==> src/hw/rtl/rws_pkg.sv <==
// rws_pkg: shared constants, controller state type and the command/status
// structs of the roulette wheel selector
// no dependencies
package rws_pkg;

	localparam int SLOTS_DEFAULT = 16;
	localparam int WEIGHT_W      = 10;
	localparam int FIT_W         = 11;
	localparam int DRAW_W        = 16;
	localparam int SLOT_FIELD_W  = 4;

	localparam logic KIND_LOAD = 1'b0;
	localparam logic KIND_DRAW = 1'b1;

	typedef enum logic [2:0] {
		ST_IDLE,
		ST_LD_RD,
		ST_LD_WR,
		ST_DR_MUL,
		ST_DR_WALK,
		ST_DR_DRAIN
	} state_t;

	typedef struct packed {
		logic capture;
		logic load_read;
		logic load_write;
		logic draw_start;
		logic walk_read;
		logic result_load;
	} cmd_t;

	typedef struct packed {
		logic walk_last;
		logic pipe_busy;
		logic out_free;
	} sts_t;

endpackage

==> src/hw/rtl/rws_if.sv <==
// rws_req_if and rws_res_if: valid/ready channels of the roulette wheel selector
// depends on rws_pkg for field widths
interface rws_req_if;
	logic                                    valid;
	logic                                    ready;
	logic                                    kind;
	logic [rws_pkg::SLOT_FIELD_W-1:0]        slot;
	logic signed [rws_pkg::FIT_W-1:0]        fitness;
	logic [rws_pkg::DRAW_W-1:0]              draw_value;

	modport source(output valid, kind, slot, fitness, draw_value, input ready);
	modport sink(input valid, kind, slot, fitness, draw_value, output ready);
endinterface

interface rws_res_if;
	logic                             valid;
	logic                             ready;
	logic [rws_pkg::SLOT_FIELD_W-1:0] selected_slot;
	logic                             no_weight;

	modport source(output valid, selected_slot, no_weight, input ready);
	modport sink(input valid, selected_slot, no_weight, output ready);
endinterface

==> src/hw/rtl/rws_ctrl.sv <==
// rws_ctrl: sequencer for load and draw requests
// depends on rws_pkg (state_t, cmd_t, sts_t, kind codes)
module rws_ctrl (
	input  logic           clk,
	input  logic           arst_n,
	input  logic           req_valid,
	input  logic           req_kind,
	output logic           req_ready,
	output rws_pkg::cmd_t  cmd,
	input  rws_pkg::sts_t  sts
);

	rws_pkg::state_t state_q;
	rws_pkg::state_t state_d;

	always_ff @(posedge clk or negedge arst_n) begin
		if (!arst_n) begin
			state_q <= rws_pkg::ST_IDLE;
		end else begin
			state_q <= state_d;
		end
	end

	always_comb begin
		state_d   = state_q;
		cmd       = '0;
		req_ready = 1'b0;
		case (state_q)
			rws_pkg::ST_IDLE: begin
				req_ready = 1'b1;
				if (req_valid) begin
					cmd.capture = 1'b1;
					state_d = (req_kind == rws_pkg::KIND_DRAW) ? rws_pkg::ST_DR_MUL
					                                          : rws_pkg::ST_LD_RD;
				end
			end
			rws_pkg::ST_LD_RD: begin
				cmd.load_read = 1'b1;
				state_d = rws_pkg::ST_LD_WR;
			end
			rws_pkg::ST_LD_WR: begin
				cmd.load_write = 1'b1;
				state_d = rws_pkg::ST_IDLE;
			end
			rws_pkg::ST_DR_MUL: begin
				cmd.draw_start = 1'b1;
				state_d = rws_pkg::ST_DR_WALK;
			end
			rws_pkg::ST_DR_WALK: begin
				cmd.walk_read = 1'b1;
				if (sts.walk_last) begin
					state_d = rws_pkg::ST_DR_DRAIN;
				end
			end
			rws_pkg::ST_DR_DRAIN: begin
				// last compare done and output register can take the result
				if (!sts.pipe_busy && sts.out_free) begin
					cmd.result_load = 1'b1;
					state_d = rws_pkg::ST_IDLE;
				end
			end
			default: begin
				state_d = rws_pkg::ST_IDLE;
			end
		endcase
	end

endmodule

==> src/hw/rtl/rws_datapath.sv <==
// rws_datapath: weight memory, running total, draw walk pipeline and result register
// depends on rws_pkg (widths, cmd_t, sts_t)
module rws_datapath #(
	parameter int SLOTS = rws_pkg::SLOTS_DEFAULT
) (
	input  logic                                clk,
	input  logic                                arst_n,
	input  rws_pkg::cmd_t                       cmd,
	output rws_pkg::sts_t                       sts,
	input  logic [rws_pkg::SLOT_FIELD_W-1:0]    in_slot,
	input  logic signed [rws_pkg::FIT_W-1:0]    in_fitness,
	input  logic [rws_pkg::DRAW_W-1:0]          in_draw_value,
	output logic                                res_valid,
	input  logic                                res_ready,
	output logic [rws_pkg::SLOT_FIELD_W-1:0]    res_slot,
	output logic                                res_flag
);

	localparam int SLOT_W  = (SLOTS > 1) ? $clog2(SLOTS) : 1;
	localparam int TOTAL_W = rws_pkg::WEIGHT_W + SLOT_W;
	localparam int LHS_W   = rws_pkg::DRAW_W + TOTAL_W;
	localparam int TOTAL_MAX = SLOTS * ((1 << rws_pkg::WEIGHT_W) - 1);

	// captured request
	logic [rws_pkg::SLOT_FIELD_W-1:0] slot_q;
	logic [rws_pkg::WEIGHT_W-1:0]     w_q;
	logic [rws_pkg::DRAW_W-1:0]       r_q;

	logic [rws_pkg::WEIGHT_W-1:0] mem [SLOTS];
	logic [rws_pkg::WEIGHT_W-1:0] rdata_q;
	logic [SLOTS-1:0]             vld_q;
	logic                         vld_rd_q;

	logic [TOTAL_W-1:0] total_q;
	logic [LHS_W-1:0]   lhs_q;
	logic [TOTAL_W-1:0] prefix_q;
	logic [SLOT_W-1:0]  cnt_q;
	logic               rd_s1;
	logic               cmp_s2;
	logic [SLOT_W-1:0]  idx_s1;
	logic [SLOT_W-1:0]  idx_s2;
	logic               found_q;
	logic [SLOT_W-1:0]  chosen_q;

	logic                              out_valid_q;
	logic [rws_pkg::SLOT_FIELD_W-1:0]  out_slot_q;
	logic                              out_flag_q;

	logic                         slot_ok;
	logic [SLOT_W-1:0]            slot_addr;
	logic [SLOT_W-1:0]            raddr;
	logic [rws_pkg::WEIGHT_W-1:0] w_rd;
	logic [rws_pkg::WEIGHT_W-1:0] w_clamped;
	logic [LHS_W-1:0]             scaled;
	logic                         total_zero;
	logic                         hit;

	// negative fitness clamps to zero; positive values already fit in the weight
	assign w_clamped = in_fitness[rws_pkg::FIT_W-1] ? '0 : in_fitness[rws_pkg::WEIGHT_W-1:0];

	assign slot_ok    = int'(slot_q) < SLOTS;
	assign slot_addr  = SLOT_W'(slot_q);
	assign raddr      = cmd.walk_read ? cnt_q : slot_addr;
	assign w_rd       = vld_rd_q ? rdata_q : '0;
	// prefix * 65535 as shift and subtract
	assign scaled     = {prefix_q, {rws_pkg::DRAW_W{1'b0}}} - LHS_W'(prefix_q);
	assign total_zero = (total_q == '0);
	assign hit        = cmp_s2 && !found_q && (lhs_q <= scaled);

	// weight memory, registered read
	always_ff @(posedge clk) begin
		if (cmd.load_write && slot_ok) begin
			mem[slot_addr] <= w_q;
		end
		rdata_q <= mem[raddr];
	end

	// payload registers
	always_ff @(posedge clk) begin
		if (cmd.capture) begin
			slot_q <= in_slot;
			w_q    <= w_clamped;
			r_q    <= in_draw_value;
		end
		if (cmd.draw_start) begin
			lhs_q <= LHS_W'(r_q * total_q);
		end
		if (cmd.walk_read) begin
			idx_s1 <= cnt_q;
		end
		idx_s2 <= idx_s1;
		if (cmd.result_load) begin
			out_slot_q <= total_zero ? '0 : rws_pkg::SLOT_FIELD_W'(chosen_q);
			out_flag_q <= total_zero;
		end
	end

	always_ff @(posedge clk or negedge arst_n) begin
		if (!arst_n) begin
			vld_q       <= '0;
			vld_rd_q    <= 1'b0;
			total_q     <= '0;
			prefix_q    <= '0;
			cnt_q       <= '0;
			rd_s1       <= 1'b0;
			cmp_s2      <= 1'b0;
			found_q     <= 1'b0;
			chosen_q    <= '0;
			out_valid_q <= 1'b0;
		end else begin
			vld_rd_q <= vld_q[raddr];
			rd_s1    <= cmd.walk_read;
			cmp_s2   <= rd_s1;
			if (cmd.load_write && slot_ok) begin
				vld_q[slot_addr] <= 1'b1;
				total_q <= total_q - TOTAL_W'(w_rd) + TOTAL_W'(w_q);
			end
			if (cmd.draw_start) begin
				prefix_q <= '0;
				cnt_q    <= '0;
				found_q  <= 1'b0;
				chosen_q <= SLOT_W'(SLOTS - 1);
			end else begin
				if (cmd.walk_read) begin
					cnt_q <= cnt_q + 1'b1;
				end
				if (rd_s1) begin
					prefix_q <= prefix_q + TOTAL_W'(w_rd);
				end
				if (hit) begin
					found_q  <= 1'b1;
					chosen_q <= idx_s2;
				end
			end
			if (cmd.result_load) begin
				out_valid_q <= 1'b1;
			end else if (res_ready) begin
				out_valid_q <= 1'b0;
			end
		end
	end

	assign sts.walk_last = (cnt_q == SLOT_W'(SLOTS - 1));
	assign sts.pipe_busy = rd_s1 || cmp_s2;
	assign sts.out_free  = !out_valid_q || res_ready;

	assign res_valid = out_valid_q;
	assign res_slot  = out_slot_q;
	assign res_flag  = out_flag_q;

	a_write_after_read: assert property (@(posedge clk) disable iff (!arst_n)
		cmd.load_write |-> $past(cmd.load_read))
		else $error("weight write without preceding read of the old weight");

	a_result_drained: assert property (@(posedge clk) disable iff (!arst_n)
		cmd.result_load |-> (!rd_s1 && !cmp_s2))
		else $error("result loaded while walk compares still in flight");

	a_total_bound: assert property (@(posedge clk) disable iff (!arst_n)
		int'(total_q) <= TOTAL_MAX)
		else $error("running total exceeds the largest possible weight sum");

	a_found_sticky: assert property (@(posedge clk) disable iff (!arst_n)
		(found_q && !cmd.draw_start) |=> found_q)
		else $error("selection lost during a walk");

endmodule

==> src/hw/rtl/roulette_wheel_selector.sv <==
// roulette_wheel_selector: fitness-proportionate selection over a store of weights
// depends on rws_pkg, rws_if (rws_req_if, rws_res_if), rws_ctrl, rws_datapath
//
// usage:
//   req channel carries kind, slot, fitness and draw_value. kind load writes the
//   clamped fitness of one slot (negatives become zero, slots >= SLOTS ignored) and
//   gives no result. kind draw returns one item on res: the first slot whose prefix
//   weight sum P meets draw_value*total <= P*65535, or slot 0 with no_weight set
//   when the total is zero.
//   a load occupies the block through capture, read of the old weight, and write of
//   weight and total.
//   a draw goes from accept through the multiply, then a walk over all SLOTS slots of
//   the single-port weight memory one read per cycle, then the add and compare pipeline
//   stages and the load of the result register.
//   one request is in work at a time; req.ready is high only between requests.
//   the result sits in an output register, so loads go on while it waits; if the
//   receiver stalls, a following draw holds at its end until the register frees up.
//   reset clears all weights (per-slot valid bits), the total and the output register.
module roulette_wheel_selector #(
	parameter int SLOTS = rws_pkg::SLOTS_DEFAULT
) (
	input  logic      clk,
	input  logic      arst_n,
	rws_req_if.sink   req,
	rws_res_if.source res
);

	rws_pkg::cmd_t cmd;
	rws_pkg::sts_t sts;

	rws_ctrl u_ctrl (
		.clk       (clk),
		.arst_n    (arst_n),
		.req_valid (req.valid),
		.req_kind  (req.kind),
		.req_ready (req.ready),
		.cmd       (cmd),
		.sts       (sts)
	);

	rws_datapath #(
		.SLOTS (SLOTS)
	) u_datapath (
		.clk           (clk),
		.arst_n        (arst_n),
		.cmd           (cmd),
		.sts           (sts),
		.in_slot       (req.slot),
		.in_fitness    (req.fitness),
		.in_draw_value (req.draw_value),
		.res_valid     (res.valid),
		.res_ready     (res.ready),
		.res_slot      (res.selected_slot),
		.res_flag      (res.no_weight)
	);

endmodule
==> src/flat_wrapper.sv <==
// flat-port wrapper written by rule: the top's interface ports become plain ports
module roulette_wheel_selector_flat 
#(
	parameter int SLOTS = rws_pkg::SLOTS_DEFAULT
)
  (clk, arst_n, req_valid, req_kind, req_slot, req_fitness, req_draw_value, req_ready, res_valid, res_selected_slot, res_no_weight, res_ready);
  rws_req_if req_i ();
  rws_res_if res_i ();
  input  logic clk;
  input  logic arst_n;
  input wire logic [$bits(req_i.valid)-1:0] req_valid;
  input wire logic [$bits(req_i.kind)-1:0] req_kind;
  input wire logic [$bits(req_i.slot)-1:0] req_slot;
  input wire logic [$bits(req_i.fitness)-1:0] req_fitness;
  input wire logic [$bits(req_i.draw_value)-1:0] req_draw_value;
  output wire logic [$bits(req_i.ready)-1:0] req_ready;
  output wire logic [$bits(res_i.valid)-1:0] res_valid;
  output wire logic [$bits(res_i.selected_slot)-1:0] res_selected_slot;
  output wire logic [$bits(res_i.no_weight)-1:0] res_no_weight;
  input wire logic [$bits(res_i.ready)-1:0] res_ready;
  assign req_i.valid = req_valid;
  assign req_i.kind = req_kind;
  assign req_i.slot = req_slot;
  assign req_i.fitness = req_fitness;
  assign req_i.draw_value = req_draw_value;
  assign req_ready = req_i.ready;
  assign res_valid = res_i.valid;
  assign res_selected_slot = res_i.selected_slot;
  assign res_no_weight = res_i.no_weight;
  assign res_i.ready = res_ready;
  roulette_wheel_selector #(.SLOTS(SLOTS)) u_core (.clk(clk), .arst_n(arst_n), .req(req_i), .res(res_i));
endmodule
==> config.mk <==
export PLATFORM = sky130hd
export DESIGN_NAME = roulette_wheel_selector_flat
export DESIGN_NICKNAME = d
export VERILOG_FILES = /design/src/hw/rtl/rws_pkg.sv /design/src/hw/rtl/rws_if.sv /design/src/hw/rtl/rws_ctrl.sv /design/src/hw/rtl/rws_datapath.sv /design/src/hw/rtl/roulette_wheel_selector.sv /design/src/flat_wrapper.sv
export SDC_FILE = /design/constraint.sdc
export NUM_CORES = 1
export LEC_CHECK = 0
export BUFFER_PORTS_ARGS = -buffer_cell sky130_fd_sc_hd__buf_2
export CAP_MARGIN = 15
export CORE_MARGIN = 2
export CORE_UTILIZATION = 39
export CTS_BUF_LIST = sky130_fd_sc_hd__clkbuf_8
export CTS_CLUSTER_SIZE = 30
export DETAILED_ROUTE_END_ITERATION = 8
export SLEW_MARGIN = 10
export SYNTH_ARGS = -nofsm -noshare
export SYNTH_HDL_FRONTEND = slang
export SYNTH_HIERARCHICAL = 1
export SYNTH_SLANG_ARGS = --single-unit
==> constraint.sdc <==
create_clock -name clk -period 6.3 [get_ports clk]
set_input_delay 0 -clock clk [delete_from_list [all_inputs] [get_ports clk]]
set_output_delay 0 -clock clk [all_outputs]
set_load 0.01 [all_outputs]
* Word-level counts from Yosys, hierarchy flattened *
Memory sizes are Yosys's and may differ from the RTL's. A register that Yosys moved wholly into a read port is not among the register bits.
Cells that the tools add are included.

cells by class
  add/subtract/negate cells = 5
  multiply operators = 1
  magnitude comparators = 4
  eq/ne operators = 9
  muxes and demuxes = 31
  bitwise logic cells = 1
  reduce and logical (&&, ||, !) cells = 16

operator list
  operator                                                            count
  <= comparator 30 bit                                                1
  multiplier 16 x 14 -> 30 bit                                        1
  subtractor 30 x 14 -> 30 bit                                        1
  adder 14 x 10 -> 14 bit                                             2
  two-way mux 14 bit                                                  2
  two-way mux 4 bit                                                   5
  two-way mux 1 bit                                                   16
  bitwise OR 16 bit                                                   1
  case mux 3 bit (5 select lines)                                     1
  zero test 14 bit                                                    1
  subtractor 14 x 10 -> 14 bit                                        1
  < comparator 4 x 5 -> 1 bit (second input constant)                 2
  two-way mux 10 bit                                                  1
  two-way mux 3 bit                                                   3
  nonzero test 2 bit                                                  4
  equality test 3 x 2 -> 1 bit (second input constant)                2
  equality test 3 bit (second input constant)                         2
  adder 4 x 1 -> 4 bit (second input constant)                        1
  binary-select mux 1 bit (select 4 bit)                              1
  demux 1 bit (select 4 bit)                                          1
  equality test 4 bit (second input constant)                         1
  greater-or-equal comparator 4 x 1 -> 1 bit (second input constant)  1
  logical AND 1 bit                                                   4
  != test 2 bit (second input constant)                               2
  other kinds (7)                                                     10

word-level totals
  bits in registers = 133
  memory bits (writable) = 160
  output and inout bits = 7
  memories = 1

memories
  name                   depth  width  read ports  clocked after memory_dff  write ports  line                RTL
  u_core.u_datapath.mem  16     10     1           1                         1            rws_datapath.sv:29  logic [rws_pkg::WEIGHT_W-1:0] mem [SLOTS];

* Depth between registers and ports, before layout *
Gate-level depths: netlist (run 1).

  word-level depth = 6
  depth in mapped cells = 23
  gate-level depth less buffers = 22

* Modules after synthesis *
Netlist (run 1), hierarchy kept.

by module, submodules not included
  module        instances  cells an instance  area an instance (um2)  sequential area each (um2)
  rws_datapath  1          1775               20776.2                 8583.2
  rws_ctrl      1          23                 207.7                   75.1

* Worst setup path after synthesis (run 1) *
Ideal clock, no wire load.

  path kind = register to register
  start point = register u_core.u_datapath.total_q[5]
  end point = register u_core.u_datapath.lhs_q[24] (data pin)
  library setup time = 0.260 ns
  data arrival time = 5.693 ns
  setup slack = 0.347 ns
  stages on the path, launching flop included = 22
  buffers on the path = 2
  clock period less this slack = 5.953 ns
  cells stage by stage = dfrtp_1 clkbuf_1 clkbuf_1 nand2_1 fa_1 inv_1 fa_1 fa_1 fa_1 fa_1 inv_1 fa_1 inv_1 ha_1 a21o_1 a21o_1 a21o_1 or4_1 a21oi_2 nor3_2 a41oi_2 xnor2_1

on the way
  longest elaborated chain between the ends = 1

RTL lines
  what                          line                 RTL
  start, declared               rws_datapath.sv:34   logic [TOTAL_W-1:0] total_q;
  start signal, assigned        rws_datapath.sv:116  total_q <= total_q - TOTAL_W'(w_rd) + TOTAL_W'(w_q);
  multiplier 16 x 14 -> 30 bit  rws_datapath.sv:86   lhs_q <= LHS_W'(r_q * total_q);
  end signal, assigned          rws_datapath.sv:86
  end, declared                 rws_datapath.sv:35   logic [LHS_W-1:0] lhs_q;

No other way between the ends.
A chain may end at the register's enable or synchronous reset.

* Worst setup path after layout (run 1) *
  start point = register u_core.u_datapath.total_q[9]
  end point = register u_core.u_datapath.lhs_q[24] (data pin)

Same word-level chain as after synthesis.

==> results.ini, run 1 <==
[run_status]
outcome = completed

[cells_and_area]
area_delta_synth_final_pct = 13.52
regArea_mm2 = 0.008663
fin_cells = 2665
layout-drive-gt1-share = 0.1325
multi_input_area_mm2 = 0.01108
n_fill_cell = 4879
n_antenna_cell = 0
final_core_util = 0.4504
fin_nets = 2295

[timing]
fmax_ghz = 0.1648
finalCritPeriodShare = 0.9629
setup_viol = 0
fin_tns_setup_ps = 0
slew_violations = 0
finalCriticalPeriod_ps = 6066
relSlewSlack = 0.2121
hold_viol = 0
tightest_slew_ps = 1178
fin_skew_ps = 50.29

[floorplan]
placementRows = 84
die_h_um = 235.9
dieArea_mm2 = 0.05566
initial_core_util = 0.3968
die_w_um = 235.9
coreArea_mm2 = 0.05287
io_pins = 43

[synthesis]
avgSynthCellArea_um2 = 11.67
yosys_warnings = 6
syn_nets = 2161
synthCells = 1797
syn-cell-area_mm2 = 0.02098

[place]
portBuffers = 42
gp_congestion = 0.8690
dp_cells = 2503
hpwl_mm = 35.72

[clocking]
cts_sinks = 303
clockBufferDepth = 3
cts_tree = done
cts_made_buffers = 54
path_clk_slew_ps = 60
cts-root-buf = clkbuf_8
htree_levels = 2
worstSkewPairLatency_ps = 660

[worst_setup_path]
rrSetupSlack_ps = 230
end_kind = flip-flop
worst_ep_required_time_ps = 6680
start_kind = flip-flop
path_max_fanout = 7
startpoint = u_core/u_datapath/total_q[9]
r2r-start = u_core/u_datapath/total_q[9]
r2r_cells = 20
arrival_ps = 6440
r2r-end = u_core/u_datapath/lhs_q[24]
crit_end = u_core/u_datapath/lhs_q[24]
critPathKind = flip-flop to flip-flop

[route]
routed_wl_mm = 49.67
vias_per_cell = 5.103
drtIter0Drc = 928
drc = 0
drtPass1Iterations = 5
detail-route-antenna-nets = 0
vias = 13600
detail_route.wl_per_cell_um = 18.64

[global_route]
grt_pass1_vias = 14121
antenna_found_initial = 2
grtUsageTotal = 0.1817
overflow = 0
grt_first_pass_wirelength_mm = 78.41
grt_start_max_net_pins = 61

[hold_path]
min-delay-start = req_slot[2]
hold_path_class = primary input to flip-flop

[run]
drv_cap = 0

-- metrics by stage --
step,worst slack (ps),area [um2],hold slack (ps)
2_1_floorplan,346.8,20980,-295.6
4_1_cts,94.47,23730,0.6720
3_3_place_gp,230.8,22080,176.5
5_1_grt,-14.58,23810,7.511
3_5_place_dp,135.9,22080,178.3
6_report,233.7,23810,55.48
-- final cells by class --
class / count / share of cell area
Multi-Input combinational cell: 1174 / 0.4652
Clock buffer: 60 / 0.03468
Clock inverter: 42 / 0.01345
Inverter: 251 / 0.03957
Sequential cell: 303 / 0.3638
Timing Repair Buffer: 147 / 0.04708
Tap cell: 688 / 0.03615
-- critical path: stages (launching register included) --
cell     delay, ps
dfrtp_1        520
and2_1         220
fa_1           510
inv_1           70
fa_1           530
inv_1           50
fa_1           490
fa_1           430
fa_1           500
inv_1           60
fa_1           480
inv_1           40
ha_1           340
a21o_1         200
a21o_1         180
a21o_1         200
or4_1          420
a21oi_2        160
nor3_2          90
a41oi_2        220
xnor2_1         90
-- state kept, by name, indices dropped and copies added, names as in the netlist, 3 cells and up --
register and cells:
u_core/u_datapath/mem 160, u_core/u_datapath/lhs_q 30, u_core/u_datapath/r_q 16, u_core/u_datapath/vld_q 16
u_core/u_datapath/prefix_q 14, u_core/u_datapath/total_q 14, u_core/u_datapath/rdata_q 10, u_core/u_datapath/w_q 10
u_core/u_datapath/chosen_q 4, u_core/u_datapath/cnt_q 4, u_core/u_datapath/idx_s1 4, u_core/u_datapath/idx_s2 4
u_core/u_datapath/res_slot 4, u_core/u_datapath/slot_addr 4, u_core/u_ctrl/state_q 3
-- cell usage in the layout (no fill, tap or decap), types with 6 or more instances in the layout --
cell / instances
a21oi_1: 58
fa_1: 176
a31oi_1: 18
a211oi_1: 20
inv_1: 272
nand3_1: 10
dlygate4sd3_1: 50
dfrtp_1: 56
buf_2: 43
nor2_1: 72
dfxtp_1: 14
nor3_1: 24
or2_2: 22
xnor2_1: 41
or3_1: 6
ha_1: 152
clkinv_2: 10
buf_4: 54
nand4_1: 10
nand2_1: 187
nor2b_1: 22
a21o_1: 28
mux2i_1: 14
nand2b_1: 14
o21a_1: 6
o21ai_0: 30
clkbuf_8: 60
and2_1: 130
xor2_1: 17
and3_1: 7
mux4_2: 44
edfxtp_1: 229
-- metal layers --
metal	track usage	routed length, um	part of all wire
met5	0	25	0.00050
met4	0.05366	1251	0.025
met3	0.03288	2463	0.050
met2	0.3045	24140	0.49
met1	0.2411	21790	0.44
-- timing repair --
| action | 4_1_cts | 5_1_grt |
|---|---|---|
| gates resized for setup | 0 | 6 |
| buffers inserted | 0 | 10 |
| hold buffers | 50 | 0 |
| endpoints found under the setup margin | 0 | 8 |
| hold endpoints to repair | 94 | 0 |
-- how the worst min path moves through the flow --
| stage | end | slack, ps | cells past startpoint |
|---|---|---|---|
| final | u_core/u_datapath/slot_addr[2] | 60 | 2 |
| after global routing | u_core/u_datapath/slot_addr[2] | 8 | 2 |
| after CTS | u_core/u_datapath/r_q[15] | 0.7 | 2 |
| after detailed placement | u_core/u_datapath/r_q[5] | 180 | 1 |
| after global placement | u_core/u_datapath/r_q[6] | 180 | 1 |
| after floorplan | u_core/u_ctrl/state_q[0] | -300 | 0 |
Power of run 1 is left out: the tool's default activity adds up to more than one toggle a clock period on the data nets, which glitch-free logic cannot reach.
==> inputs of run 2 (changes only) <==
==> constraint.sdc (replaced) <==
create_clock -name clk -period 6.3 [get_ports clk]
set_input_delay 0.63 -clock clk [delete_from_list [all_inputs] [get_ports clk]]
set_output_delay 0.63 -clock clk [all_outputs]
set_load 0.01 [all_outputs]
==> results.ini, run 2 (synthesis gave the netlist of run 1 again) <==
[floorplan]
initial_core_util = 0.3968
placementRows = 84
coreArea_mm2 = 0.05287
dieArea_mm2 = 0.05566
die_w_um = 235.9
io_pins = 43
die_h_um = 235.9

[worst_setup_path]
start_kind = flip-flop
critPathBufInv = 4
cp_slowest_cell = fa_1
cp.depth = 20
path_max_fanout = 7
critical_path.max_stage_delay_ps = 530
crit_family = adder cells
crit_top_cell = fa_1
arrival_ps = 6450
cp_cell_sequence = and2_1 -> fa_1 -> inv_1 -> fa_1 -> inv_1 -> fa_1 -> fa_1 -> fa_1 -> inv_1 -> fa_1 -> inv_1 -> ha_1 -> a21o_1 -> a21o_1 -> a21o_1 -> or4_1 -> a21oi_2 -> nor3_2 -> a41oi_2 -> xnor2_1
r2r_cells = 20
critPathKind = flip-flop to flip-flop
end_kind = flip-flop
worst_ep_required_time_ps = 6680

[route]
highest_layer = met5
route.met3.wl_mm = 2.478
drc = 0
drt-met1-wl_mm = 21.65
detail-route-antenna-nets = 0
dr_wl_met2_mm = 23.82
detail_route.wl_per_cell_um = 18.82
vias = 13480
drtIter0Drc = 922
drtPass1Iterations = 6
routed_wl_mm = 49.22
vias_per_cell = 5.155

[cells_and_area]
n_antenna_cell = 0
regArea_mm2 = 0.008663
reg_top3 = u_core/u_datapath/mem x160, u_core/u_datapath/lhs_q x30
fin_nets = 2245
layout_common_cells = inv_1, edfxtp_1, nand2_1
area_delta_synth_final_pct = 11.13
multi_input_area_mm2 = 0.01108
final_common_cell = inv_1
layout-drive-gt1-share = 0.1360
top_register = u_core/u_datapath/mem
largest_register_ffs = 160
n_fill_cell = 4925
fin_cells = 2615
design_area_mm2 = 0.02331

[clocking]
cts_tree = done
cts_made_buffers = 54
worstSkewPairLatency_ps = 660
clockBufferDepth = 3
htree_levels = 2
cts_sinks = 303
cts-root-buf = clkbuf_8
path_clk_slew_ps = 60

[timing]
fin_skew_ps = 48.71
fmax_ghz = 0.1646
hold_viol = 0
fin_ws_ps = 222.9
tightest_slew_ps = 1192
setup_viol = 0
finalCriticalPeriod_ps = 6077
finalCritPeriodShare = 0.9646
relSlewSlack = 0.2021
slew_violations = 0

[place]
hpwl_mm = 35.72
dp_cells = 2503
placed_cell_area_mm2 = 0.02208
portBuffers = 42
dp_slack_ps = 135.9
gp_congestion = 0.8690

[global_route]
grt_pass1_vias = 13913
grt_start_max_net_pins = 61
antenna_found_initial = 2
grt_first_pass_wirelength_mm = 77.56
overflow = 0
grtUsageTotal = 0.1801

[hold_path]
hold_path_depth = 1
hold_path_class = primary input to flip-flop

[run]
drv_cap = 0

[run_status]
outcome = completed

[run 2: cell types whose count changed in the layout (fill, tap and decap cells not counted)]
cell           change
dlygate4sd3_1     -50
[run 2: what timing repair did]
action                                  in CTS  in global routing
setup buffers                                0                 10
endpoints found under the setup margin       0                  8
gates resized for setup                      0                  6
hold buffers                                 0                  0
[run 2: through the flow]
stage	hold WS [ps]	utilization	setup TNS, ps
3_5_place_dp	328.6	0.4177	0
5_1_grt	88.34	0.4410	-17.03
4_1_cts	86.21	0.4394	0
6_report	138.9	0.4410	0
3_3_place_gp	330.5	0.4177	0
2_1_floorplan	323.3	-	0
[run 2: metal layers]
metal | GRT usage | vias to the layer above
met1 | 0.2397 | 6837
met3 | 0.03324 | 84
met4 | 0.05366 | 4
li1 | - | 6225
met2 | 0.3001 | 330
met5 | 0 | -
[run 2: final timing paths]
kind | to | slack (ps) | startpoint
setup / recovery | u_core/u_datapath/lhs_q[24] | 220 | u_core/u_datapath/total_q[9]
hold / removal | u_core/u_datapath/slot_addr[0] | 140 | req_slot[0]
setup reg to reg | u_core/u_datapath/lhs_q[24] | 220 | u_core/u_datapath/total_q[9]
hold reg to reg | u_core/u_datapath/idx_s2[3] | 340 | u_core/u_datapath/idx_s1[3]
max in group asynchronous | u_core/u_datapath/total_q[4] | 5460 | arst_n
min in group asynchronous | u_core/u_datapath/vld_q[12] | 170 | arst_n
[run 2: final cells by class]
| type | count | area share |
|---|---|---|
| multi-input cells | 1174 | 0.4752 |
| flip-flops and latches | 303 | 0.3716 |
| inverters | 251 | 0.04042 |
| well taps | 688 | 0.03693 |
| clock buffers | 60 | 0.03542 |
| repair buffers | 97 | 0.02662 |
| clock inverters | 42 | 0.01374 |
Power of run 2 is left out for the same reason.
==> inputs of run 3 (changes only) <==
- CORE_MARGIN: 2 -> 3
- SETUP_SLACK_MARGIN: not set -> 0.4
==> results.ini, run 3 (synthesis gave the netlist of run 1 again) <==
[run_status]
outcome = completed

[clocking]
cts_sinks = 303
cts_tree = done
cts-root-buf = clkbuf_8
clockBufferDepth = 3
cts_made_buffers = 54
path_clk_slew_ps = 70
htree_levels = 2
worstSkewPairLatency_ps = 670
cts_hold_buf = 0

[global_route]
grt_use_met1 = 0.2402
grt_first_pass_wirelength_mm = 79.22
busiest_layer = met2
grt_pass1_vias = 14269
overflow = 0
met2_usage = 0.3023
use_met3 = 0.03525
grt_start_max_net_pins = 61
grtUsageTotal = 0.1802
antenna_found_initial = 0

[cells_and_area]
n_fill_cell = 4862
reg_top3 = u_core/u_datapath/mem x160, u_core/u_datapath/lhs_q x30
area_delta_synth_final_pct = 13.20
layout_common_cells = inv_1, edfxtp_1, nand2_1
n_antenna_cell = 0
largest_register_ffs = 160
final_common_cell = inv_1
top_register = u_core/u_datapath/mem
layout-drive-gt1-share = 0.1673
fin_nets = 2268

[worst_setup_path]
arrival_ps = 6280
startpoint = u_core/u_datapath/total_q[2]
worst_ep_required_time_ps = 6690
end_kind = flip-flop
start_kind = flip-flop
path_max_fanout = 8
r2r-start = u_core/u_datapath/total_q[2]
critPathKind = flip-flop to flip-flop
r2r_cells = 22

[floorplan]
die_w_um = 237.9
dieArea_mm2 = 0.05660
initial_core_util = 0.3968
coreArea_mm2 = 0.05287
io_pins = 43
die_h_um = 237.9
placementRows = 84

[place]
portBuffers = 42
hpwl_mm = 35.98
gp_congestion = 0.8371

[run]
drv_cap = 0

[route]
drc = 0
routed_wl_mm = 50.05
drtIter0Drc = 828
vias = 13578
drtPass1Iterations = 5
detail_route.wl_per_cell_um = 18.98
detail-route-antenna-nets = 0
vias_per_cell = 5.149

[hold_path]
hold_path_class = primary input to flip-flop
min-delay-start = req_slot[1]
hold_path_depth = 1

[timing]
fin_tns_setup_ps = 0
fmax_ghz = 0.1696
slew_violations = 0
tightest_slew_ps = 1163
finalCritPeriodShare = 0.9358
setup_viol = 0
rsz0062_at_grt = true
hold_viol = 0
relSlewSlack = 0.2221
fin_skew_ps = 50.38
finalCriticalPeriod_ps = 5895

run 3: changes by cell type in the layout (fill, tap and decap cells not counted), moves of 4 or more:
cell / delta
buf_4: +17
inv_1: -16
ha_1: -8
buf_6: +7
clkinv_1: +7
dfrtp_1: -6
dfrtp_2: +6
a21oi_1: -5
and2_1: -4
and2_4: +4
clkinvlp_4: +4
ha_2: +4
ha_4: +4
inv_2: +4
run 3: repair_timing:
action,4_1_cts,5_1_grt
buffers inserted,15,13
endpoints found under the setup margin,12,13
pin swaps,5,28
hold endpoints to repair,0,0
gates resized for setup,16,38
run 3: per-stage QoR:
stage | worst slack (ps) | instance area, um2 | instances | hold WS [ps] | utilization
finish | 404.5 | 23750 | 2637 | 136.0 | 0.4492
global route | 229.6 | 23750 | 2637 | 82.88 | 0.4492
CTS | 395.6 | 23480 | 2622 | 79.91 | 0.4442
detailed placement | 189.9 | 22110 | 2506 | 326.9 | 0.4182
global placement | 267.0 | 22110 | 2506 | 328.7 | 0.4182
floorplan | 413.8 | 20980 | 1797 | 323.3 | -
run 3: routing by layer:
layer,vias up,part of all wire
met2,343,0.48
met4,0,0.024
li1,6284,-
met5,-,0
met1,6872,0.44
met3,79,0.053
run 3: cell type report:
| class | count | area (um2) | share of cell area |
|---|---|---|---|
| Multi-Input combinational cell | 1174 | 11240 | 0.4735 |
| Sequential cell | 303 | 8671 | 0.3652 |
| Inverter | 251 | 942.2 | 0.03968 |
| Tap cell | 688 | 860.8 | 0.03625 |
| Clock buffer | 62 | 853.3 | 0.03594 |
| Timing Repair Buffer | 120 | 822.0 | 0.03462 |
| Clock inverter | 39 | 352.8 | 0.01486 |
run 3: worst paths after layout:
check                                                      end  slack [ps]
worst max register to register     u_core/u_datapath/lhs_q[24]         400
min in group asynchronous          u_core/u_datapath/vld_q[12]         160
worst min register to register     u_core/u_datapath/idx_s2[3]         340
max in group asynchronous         u_core/u_datapath/total_q[4]        5460
worst min-delay path            u_core/u_datapath/slot_addr[1]         140
worst max-delay path               u_core/u_datapath/lhs_q[24]         400
run 3: critical path, cell delays in order (launching register included):
cell	delay [ps]
dfrtp_2	470
and2_4	160
fa_1	530
inv_1	50
fa_1	470
inv_1	50
fa_1	520
inv_2	40
fa_1	530
inv_1	50
fa_1	480
inv_1	50
fa_1	490
inv_2	50
ha_4	290
o21a_1	130
o21ai_0	120
a21oi_1	240
and3_1	270
a21oi_4	90
nor3_4	250
a41oi_2	150
xnor2_1	150
Power of run 3 is left out for the same reason.
